## src/mtep_pkg.sv

```systemverilog
// Shared types, constants and helper functions of the MIDI track event parser.
// Used by mtep_parse, mtep_outq and midi_track_event_parser_unit; depends on nothing.

package mtep_pkg;

    localparam int DEFAULT_TIME_WIDTH = 32;

    // Result kinds.
    localparam logic [1:0] KIND_HEADER  = 2'd0;
    localparam logic [1:0] KIND_PAYLOAD = 2'd1;
    localparam logic [1:0] KIND_END     = 2'd2;

    // Byte values with a fixed meaning in a track.
    localparam logic [7:0] VLV_MASK      = 8'h7F;
    localparam logic [7:0] STATUS_BIT    = 8'h80;
    localparam logic [7:0] SYSTEM_BASE   = 8'hF0;
    localparam logic [7:0] STATUS_SYSEX  = 8'hF0;
    localparam logic [7:0] STATUS_ESCAPE = 8'hF7;
    localparam logic [7:0] STATUS_META   = 8'hFF;
    localparam logic [7:0] STATUS_QFRAME = 8'hF1;
    localparam logic [7:0] STATUS_SPP    = 8'hF2;
    localparam logic [7:0] STATUS_SONG   = 8'hF3;

    // One event result as it leaves the block.
    typedef struct packed {
        logic [1:0]  kind;
        logic [31:0] abs_time;
        logic [15:0] event_status;
        logic [7:0]  data_length;
        logic [7:0]  inline_first;
        logic [7:0]  inline_second;
        logic [7:0]  payload_value;
        logic        last_of_event;
        logic        truncated;
    } result_t;

    // One queue entry: what a single input byte produced. It holds an event
    // result, a track end marker, or both; both share the same time.
    typedef struct packed {
        logic        has_event;
        logic        has_marker;
        logic        marker_truncated;
        logic [1:0]  kind;
        logic [31:0] abs_time;
        logic [15:0] event_status;
        logic [7:0]  data_length;
        logic [7:0]  inline_first;
        logic [7:0]  inline_second;
        logic [7:0]  payload_value;
        logic        last_of_event;
    } entry_t;

    // Number of inline data bytes that follow a channel or short system status.
    function automatic logic [7:0] inline_count(input logic [15:0] st);
        logic [7:0] cnt;
        cnt = 8'd0;
        unique case (st[7:4])
            4'h8, 4'h9, 4'hA, 4'hB, 4'hE: cnt = 8'd2;
            4'hC, 4'hD:                   cnt = 8'd1;
            default:                      cnt = 8'd0;
        endcase
        priority if (st == {8'h00, STATUS_SPP}) begin
            cnt = 8'd2;
        end else if (st == {8'h00, STATUS_QFRAME} || st == {8'h00, STATUS_SONG}) begin
            cnt = 8'd1;
        end else begin
            cnt = cnt;
        end
        return cnt;
    endfunction

endpackage

```

## src/mtep_parse.sv

```systemverilog
// Byte-level parse state machine of the MIDI track event parser.
// Depends on mtep_pkg; produces at most one queue entry per accepted byte.

module mtep_parse
    import mtep_pkg::*;
#(
    parameter int TIME_WIDTH = DEFAULT_TIME_WIDTH
) (
    input  logic       aclk,
    input  logic       aresetn,
    input  logic       accept,
    input  logic [7:0] track_byte,
    input  logic       end_of_track,
    output logic       push,
    output entry_t     entry
);

    typedef enum logic [2:0] {
        PH_DELTA,
        PH_DELTA_CONT,
        PH_STATUS,
        PH_DATA1,
        PH_DATA2,
        PH_META_TYPE,
        PH_LENGTH,
        PH_PAYLOAD
    } phase_t;

    phase_t                  phase_reg, phase_next;
    logic [15:0]             status_reg, status_next;
    logic [TIME_WIDTH-1:0]   time_reg, time_next;
    logic [TIME_WIDTH-1:0]   delta_reg, delta_next;
    logic [7:0]              left_reg, left_next;
    logic [7:0]              held_reg, held_next;
    logic [7:0]              len_reg, len_next;

    logic [TIME_WIDTH-1:0]   delta_shift;
    logic [7:0]              first_len;
    logic [7:0]              left_dec;
    logic                    do_delta;
    logic                    do_first;
    logic                    do_end;
    logic                    ev_valid;
    logic [1:0]              ev_kind;
    logic [15:0]             ev_status;
    logic [7:0]              ev_len;
    logic [7:0]              ev_first;
    logic [7:0]              ev_second;
    logic [7:0]              ev_payload;
    logic                    ev_last;
    logic                    mark_trunc;

    assign delta_shift = {delta_reg[TIME_WIDTH-8:0], track_byte[6:0] & VLV_MASK[6:0]};
    assign left_dec    = left_reg - 8'd1;

    always_comb begin
        phase_next  = phase_reg;
        status_next = status_reg;
        time_next   = time_reg;
        delta_next  = delta_reg;
        left_next   = left_reg;
        held_next   = held_reg;
        len_next    = len_reg;
        do_delta    = 1'b0;
        do_first    = 1'b0;
        do_end      = 1'b0;
        first_len   = len_reg;
        ev_valid    = 1'b0;
        ev_kind     = KIND_HEADER;
        ev_status   = status_reg;
        ev_len      = len_reg;
        ev_first    = 8'd0;
        ev_second   = 8'd0;
        ev_payload  = 8'd0;
        ev_last     = 1'b0;
        mark_trunc  = 1'b0;

        unique case (phase_reg)
            PH_DELTA, PH_DELTA_CONT: begin
                do_delta = 1'b1;
            end
            PH_STATUS: begin
                if ((track_byte & STATUS_BIT) == 8'd0) begin
                    if (status_reg == 16'd0) begin
                        // No running status: the byte opens the next delta time.
                        do_delta = 1'b1;
                    end else begin
                        first_len = inline_count(status_reg);
                        len_next  = first_len;
                        do_first  = 1'b1;
                    end
                end else begin
                    status_next = {8'h00, track_byte};
                    priority if (track_byte == STATUS_META) begin
                        phase_next = PH_META_TYPE;
                    end else if (track_byte == STATUS_SYSEX || track_byte == STATUS_ESCAPE) begin
                        phase_next = PH_LENGTH;
                    end else begin
                        len_next = inline_count({8'h00, track_byte});
                        if (inline_count({8'h00, track_byte}) == 8'd0) begin
                            ev_valid  = 1'b1;
                            ev_status = {8'h00, track_byte};
                            ev_len    = 8'd0;
                            ev_last   = 1'b1;
                            do_end    = 1'b1;
                        end else begin
                            phase_next = PH_DATA1;
                        end
                    end
                end
            end
            PH_DATA1: begin
                do_first = 1'b1;
            end
            PH_DATA2: begin
                ev_valid  = 1'b1;
                ev_first  = held_reg;
                ev_second = track_byte;
                ev_last   = 1'b1;
                do_end    = 1'b1;
            end
            PH_META_TYPE: begin
                status_next = {STATUS_META, track_byte};
                phase_next  = PH_LENGTH;
            end
            PH_LENGTH: begin
                len_next  = track_byte;
                left_next = track_byte;
                ev_valid  = 1'b1;
                ev_len    = track_byte;
                ev_last   = (track_byte == 8'd0);
                if (track_byte == 8'd0) begin
                    do_end = 1'b1;
                end else begin
                    phase_next = PH_PAYLOAD;
                end
            end
            PH_PAYLOAD: begin
                left_next  = left_dec;
                ev_valid   = 1'b1;
                ev_kind    = KIND_PAYLOAD;
                ev_payload = track_byte;
                ev_last    = (left_dec == 8'd0);
                do_end     = (left_dec == 8'd0);
            end
            default: begin
                phase_next = PH_DELTA;
            end
        endcase

        if (do_first) begin
            held_next = track_byte;
            if (first_len >= 8'd2) begin
                phase_next = PH_DATA2;
            end else begin
                ev_valid = 1'b1;
                ev_len   = first_len;
                ev_first = track_byte;
                ev_last  = 1'b1;
                do_end   = 1'b1;
            end
        end

        if (do_delta) begin
            if ((track_byte & STATUS_BIT) != 8'd0) begin
                delta_next = delta_shift;
                phase_next = PH_DELTA_CONT;
            end else begin
                time_next  = time_reg + delta_shift;
                delta_next = '0;
                phase_next = PH_STATUS;
            end
        end

        // System and meta messages do not leave a running status behind.
        if (do_end) begin
            if (status_next >= {8'h00, SYSTEM_BASE}) begin
                status_next = 16'd0;
            end
            phase_next = PH_DELTA;
        end

        mark_trunc = (phase_next != PH_DELTA);

        entry.has_event        = ev_valid;
        entry.has_marker       = end_of_track;
        entry.marker_truncated = mark_trunc;
        entry.kind             = ev_kind;
        entry.abs_time         = 32'(time_next);
        entry.event_status     = ev_status;
        entry.data_length      = ev_len;
        entry.inline_first     = ev_first;
        entry.inline_second    = ev_second;
        entry.payload_value    = ev_payload;
        entry.last_of_event    = ev_last;

        push = accept && (ev_valid || end_of_track);
    end

    always_ff @(posedge aclk) begin
        if (!aresetn) begin
            phase_reg  <= PH_DELTA;
            status_reg <= 16'd0;
            time_reg   <= '0;
            delta_reg  <= '0;
            left_reg   <= 8'd0;
            held_reg   <= 8'd0;
            len_reg    <= 8'd0;
        end else if (accept) begin
            if (end_of_track) begin
                phase_reg  <= PH_DELTA;
                status_reg <= 16'd0;
                time_reg   <= '0;
                delta_reg  <= '0;
                left_reg   <= 8'd0;
                held_reg   <= 8'd0;
                len_reg    <= 8'd0;
            end else begin
                phase_reg  <= phase_next;
                status_reg <= status_next;
                time_reg   <= time_next;
                delta_reg  <= delta_next;
                left_reg   <= left_next;
                held_reg   <= held_next;
                len_reg    <= len_next;
            end
        end
    end

endmodule

```

## src/mtep_outq.sv

```systemverilog
// Two-entry result queue of the MIDI track event parser.
// Depends on mtep_pkg; expands an entry into an event result and an end marker.

module mtep_outq
    import mtep_pkg::*;
(
    input  logic    aclk,
    input  logic    aresetn,
    input  logic    push,
    input  entry_t  entry,
    output logic    full,
    output logic    out_valid,
    input  logic    out_ready,
    output result_t out_result
);

    localparam int DEPTH = 2;
    localparam int PTR_W = $clog2(DEPTH);

    entry_t             slot_reg [DEPTH];
    logic [PTR_W-1:0]   wr_ptr_reg;
    logic [PTR_W-1:0]   rd_ptr_reg;
    logic [PTR_W:0]     count_reg;
    logic               ev_done_reg;

    entry_t             head;
    logic               show_event;
    logic               xfer;
    logic               pop;

    assign head       = slot_reg[rd_ptr_reg];
    assign full       = (count_reg == (PTR_W+1)'(DEPTH));
    assign out_valid  = (count_reg != '0);
    assign show_event = head.has_event && !ev_done_reg;
    assign xfer       = out_valid && out_ready;
    // An entry with both parts stays until its marker has gone out too.
    assign pop        = xfer && !(show_event && head.has_marker);

    always_comb begin
        if (show_event) begin
            out_result.kind          = head.kind;
            out_result.event_status  = head.event_status;
            out_result.data_length   = head.data_length;
            out_result.inline_first  = head.inline_first;
            out_result.inline_second = head.inline_second;
            out_result.payload_value = head.payload_value;
            out_result.last_of_event = head.last_of_event;
            out_result.truncated     = 1'b0;
        end else begin
            out_result.kind          = KIND_END;
            out_result.event_status  = 16'd0;
            out_result.data_length   = 8'd0;
            out_result.inline_first  = 8'd0;
            out_result.inline_second = 8'd0;
            out_result.payload_value = 8'd0;
            out_result.last_of_event = 1'b0;
            out_result.truncated     = head.marker_truncated;
        end
        out_result.abs_time = head.abs_time;
    end

    always_ff @(posedge aclk) begin
        if (push) begin
            slot_reg[wr_ptr_reg] <= entry;
        end
    end

    always_ff @(posedge aclk) begin
        if (!aresetn) begin
            wr_ptr_reg  <= '0;
            rd_ptr_reg  <= '0;
            count_reg   <= '0;
            ev_done_reg <= 1'b0;
        end else begin
            if (push) begin
                wr_ptr_reg <= wr_ptr_reg + 1'b1;
            end
            if (pop) begin
                rd_ptr_reg  <= rd_ptr_reg + 1'b1;
                ev_done_reg <= 1'b0;
            end else if (xfer) begin
                ev_done_reg <= 1'b1;
            end
            unique case ({push, pop})
                2'b10:   count_reg <= count_reg + 1'b1;
                2'b01:   count_reg <= count_reg - 1'b1;
                default: count_reg <= count_reg;
            endcase
        end
    end

endmodule

```

## src/midi_track_event_parser_unit.sv

```systemverilog
// Top level of the MIDI track event parser.
// Depends on mtep_pkg, mtep_parse and mtep_outq.

// This unit takes the raw bytes of one MIDI file track chunk, one byte per
// transfer on the s_ channel, and returns the track's events on the m_
// channel. Each delta time is a variable-length value that is added to a
// running absolute time, which wraps at TIME_WIDTH bits; m_abs_time shows its
// low 32 bits. Channel and short system messages come out as one header
// result with their inline data bytes, and SysEx and meta messages as one
// header followed by one result for each payload byte. A byte marked with
// s_end_of_track ends the track: after any result of that byte a track end
// marker follows, with m_truncated set when an event was left incomplete,
// and the parser is back in its reset state for the next track. The unit
// takes one byte in every clock cycle while s_ready is high. Each byte is
// parsed in the cycle of its transfer, and its result is held in a
// two-entry result queue and offered on the m_ side once it reaches the
// head. A byte that yields an event result and the end marker goes out
// as two results, so s_ready drops only when the queue is full because
// the consumer stalls or a track end doubles the output.

module midi_track_event_parser_unit
    import mtep_pkg::*;
#(
    parameter int TIME_WIDTH = DEFAULT_TIME_WIDTH
) (
    input  logic        aclk,
    input  logic        aresetn,

    input  logic        s_valid,
    output logic        s_ready,
    input  logic [7:0]  s_track_byte,
    input  logic        s_end_of_track,

    output logic        m_valid,
    input  logic        m_ready,
    output logic [1:0]  m_kind,
    output logic [31:0] m_abs_time,
    output logic [15:0] m_event_status,
    output logic [7:0]  m_data_length,
    output logic [7:0]  m_inline_first,
    output logic [7:0]  m_inline_second,
    output logic [7:0]  m_payload_value,
    output logic        m_last_of_event,
    output logic        m_truncated
);

    logic    accept;
    logic    push;
    logic    queue_full;
    entry_t  entry;
    result_t result;

    // A byte is taken whenever the queue has room for what it may produce.
    assign s_ready = !queue_full;
    assign accept  = s_valid && s_ready;

    mtep_parse #(
        .TIME_WIDTH (TIME_WIDTH)
    ) u_parse (
        .aclk         (aclk),
        .aresetn      (aresetn),
        .accept       (accept),
        .track_byte   (s_track_byte),
        .end_of_track (s_end_of_track),
        .push         (push),
        .entry        (entry)
    );

    mtep_outq u_outq (
        .aclk       (aclk),
        .aresetn    (aresetn),
        .push       (push),
        .entry      (entry),
        .full       (queue_full),
        .out_valid  (m_valid),
        .out_ready  (m_ready),
        .out_result (result)
    );

    assign m_kind          = result.kind;
    assign m_abs_time      = result.abs_time;
    assign m_event_status  = result.event_status;
    assign m_data_length   = result.data_length;
    assign m_inline_first  = result.inline_first;
    assign m_inline_second = result.inline_second;
    assign m_payload_value = result.payload_value;
    assign m_last_of_event = result.last_of_event;
    assign m_truncated     = result.truncated;

endmodule
```

## config.mk

```make
export PLATFORM = sky130hd
export DESIGN_NAME = midi_track_event_parser_unit
export DESIGN_NICKNAME = d
export VERILOG_FILES = /design/src/mtep_pkg.sv /design/src/mtep_parse.sv /design/src/mtep_outq.sv /design/src/midi_track_event_parser_unit.sv
export SDC_FILE = /design/constraint.sdc
export NUM_CORES = 1
export LEC_CHECK = 0
export BUFFER_PORTS_ARGS = -buffer_cell sky130_fd_sc_hd__clkbuf_2
export CORE_MARGIN = 5
export CORE_UTILIZATION = 65
export CTS_CLUSTER_SIZE = 10
export DETAILED_ROUTE_END_ITERATION = 6
export GPL_ROUTABILITY_DRIVEN = 0
export PLACE_DENSITY = 0.84
export SLEW_MARGIN = 20
export SYNTH_ARGS = -nofsm -noshare
export SYNTH_HDL_FRONTEND = slang
export SYNTH_SLANG_ARGS = --single-unit
```

## constraint.sdc

```tcl
create_clock -name aclk -period 15.97 [get_ports aclk]
set_input_delay 0.7985 -clock aclk [delete_from_list [all_inputs] [get_ports aclk]]
set_output_delay 0.7985 -clock aclk [all_outputs]
set_load 0.01 [all_outputs]
```

==> results.md <==
* Startpoint Class: register
* Finish-stage setup viols at 0
* Clock Tree Buf Depth at 3
* WHS at 0.472 ns
* DR vias at 9875
* Slowest cell on crit path: nor2_4
* Peak VDD IR at 0.0855 mV
* Routed wire length at 31000 um
* Max Clk Rate at 234 MHz
* Net Switching at 0.448 mW
* Largest net degree at the start of global routing at 92
* Post-CTS setup buffers at 0
* Actual slew at the worst max-slew pin at 1.02 ns
* TNS Setup at 0 ns
* Endpoint type of the worst setup path: register
* HP Start: u_parse.status_reg[9]
* Worst-path cell chain: nor3b_1 > nand2_1 > a211oi_2 > o21bai_4 > and2_4 > o31ai_4 > nor2_4 > buf_4
* Port Buf Inserts at 98
* DRC errors left at 0
* CP max FO at 55
* Critical setup path kind: reg -> reg
* CP Buf/Inv Count at 1
* DR iter-0 viols at 1021
* # clock sinks at 276
* PwrDens at 113 nW/um^2
* NumNets Final at 1341
* Dominant cell type by area after synthesis: edfxtp_1
* Slew HR at 31.6%
* Htree depth at 1
* Grt ovf at 0
* Synth top area cells: edfxtp_1 (37%), dfxtp_1 (16%), mux2_2 (5.5%), mux2i_1 (4.0%), ha_1 (3.1%)
* R2R Path Start: u_parse.phase_reg[2]
* Final worst setup slack at 11.69 ns
* Final Instance Count excl. Fillers at 1592
* Antenna viol nets, final at 0
* Status: finished clean
* Row Count at 53
* Part of the power in registers at 47.6%
* TritonCTS clock tree: built
* Total track usage at 25.3%
* CTS buffer count at 31
* Post-Syn Nets at 1274
* Max reg flops at 170
* First-pass GRT wire length at 49600 um
* Placed cell count at 1535
* Pre-CTS WS at 11.51 ns
* DR pass1 iterations at 5
* Io pins at 99
* Top cells by count, synth: edfxtp_1 (170), nor2_1 (110), dfxtp_1 (106)
* Sw frac at 26.3%
* Die area at 24000 um^2
* DR vias/cell at 6.20
* HP Class: reg -> reg
* Number of global-route vias before repair at 9752
* Worst skew pair latency at 0.54 ns
* Clock power share at 36.5%
* Detail Placement HPWL at 19900 um
* Root Driver: clkbuf_16
* Storage cell area at 7230 um^2
* RSZ-0062 raised after global routing: false
* Async SR Flop Fraction at 0%
* Fillers at 1462
* N_diodes at 0
* Syn Std Cell Area at 13600 um^2
* Maximum capacitance violations at 0
* Core box area at 20800 um^2
* Multi-input gate area at 6010 um^2
* Synth cell types at 87
* Die H at 155 um
* PostCTS Resize Cnt at 0
* Max incr delay on CP at 0.81 ns
* Comb power frac at 15.9%
* Hold bufs inserted after CTS at 0
* Pleak at 5.62 nW
* Synth Instances at 1226
* Syn Area/Cell at 11.1 um^2
* Sequential-to-total area share from yosys stat at 53.0%
* Mean routed wirelength per cell at 19.4 um
* Antenna violations before repair at 0
* Final period utilization at 26.8%
* CP top delay family: simple AND/OR/NAND/NOR gates
* WP data arrival at 4.43 ns
* Fin Clk Skew at 0.0111 ns
* Yosys top cell area share at 37.5%
* Post-synth EDFFs at 170
* Final slew viol count at 0
* Clock slew seen by the registers of the worst setup and hold paths at 0.06 ns
* Die width at 155 um
* Layout cells sized above 1 at 18.5%
* WP data required at 16.13 ns
* Power Internal at 1.26 mW
* Top_reg_cell synth: edfxtp_1
* CP startpoint: u_parse.phase_reg[2]
* Syn. warnings at 0
* Initial Utilization at 65.4%
* Most common cell in the netlist: edfxtp_1
* Synthesis-to-layout area growth at 10.7%
* FF+latch count, synth at 276
* Fin. Hold Viols at 0
* Min Tclk post-route at 4.28 ns
## metal layers
layer	share of wire, %	routed length [um]	GRT usage (%)	up-vias
met4	2.3	725	7.28	0
met1	40	12400	32.1	4744
met5	0	0	0	-
met2	51	15900	45.4	350
met3	6.2	1910	3.30	77
li1	-	-	-	4704
## layout by cell type, fill, tap and decap left out, drive strengths merged, types with 17 or more instances in the layout
cell    instances
a21boi         29
a21o           20
a21oi          49
a22o           20
a22oi          38
and2           23
clkbuf        155
dfxtp         106
edfxtp        170
ha             34
mux2           66
mux2i          55
nand2          81
nand3          37
nand4          17
nor2          111
nor2b          48
o21ai          42
xnor2          23
## cells by family after synthesis
logic type | Yosys count | share of synthesized area, %
xor gates and xnor gates | 35 | 2.25
DFF | 276 | 53.0
and+or+nand+nor | 387 | 14.4
muxes | 121 | 9.50
buffers and inverters | 91 | 2.97
AOI/OAI and AO/OA | 281 | 14.6
adders and majority gates | 35 | 3.27
## per-stage QoR
step,utilization (%),cell area [um^2],power [mW]
2_1_floorplan,-,13600,1.00
3_3_place_gp,68.3,14200,1.09
3_5_place_dp,68.3,14200,1.10
4_1_cts,72.5,15100,1.71
5_1_grt,72.5,15100,1.77
6_report,72.5,15100,1.70
## layout make-up
cell class              instances  area share [%]
flip-flops and latches        276            47.9
well taps                     275            2.28
inverters                      18           0.448
repair buffers                107            3.70
clock buffers                  57            5.79
multi-input cells             859            39.9
## worst reg2reg max path, cell delays in order, from the launching register on
cell and delay, ns:
dfxtp_1 0.61, nor3b_1 0.58, nand2_1 0.17, a211oi_2 0.24, o21bai_4 0.20, and2_4 0.34
o31ai_4 0.14, nor2_4 0.81, buf_4 0.73
## final timing paths
kind,end,slack (ns),cells past startpoint
setup / recovery,u_outq.slot_reg[1][57],11.69,8
hold / removal,u_parse.status_reg[9],0.47,2
setup reg to reg,u_outq.slot_reg[1][57],11.69,8
hold reg to reg,u_parse.status_reg[9],0.47,2
## power groups by stage
stage | Combinational (mW) | Sequential [mW] | Clock [mW]
CTS | 0.274 | 0.811 | 0.628
floorplan | 0.195 | 0.809 | 0
detailed placement | 0.272 | 0.825 | 0
finish | 0.270 | 0.811 | 0.622
global route | 0.293 | 0.814 | 0.666
global placement | 0.267 | 0.823 | 0
(Power assumes the default switching activity.)
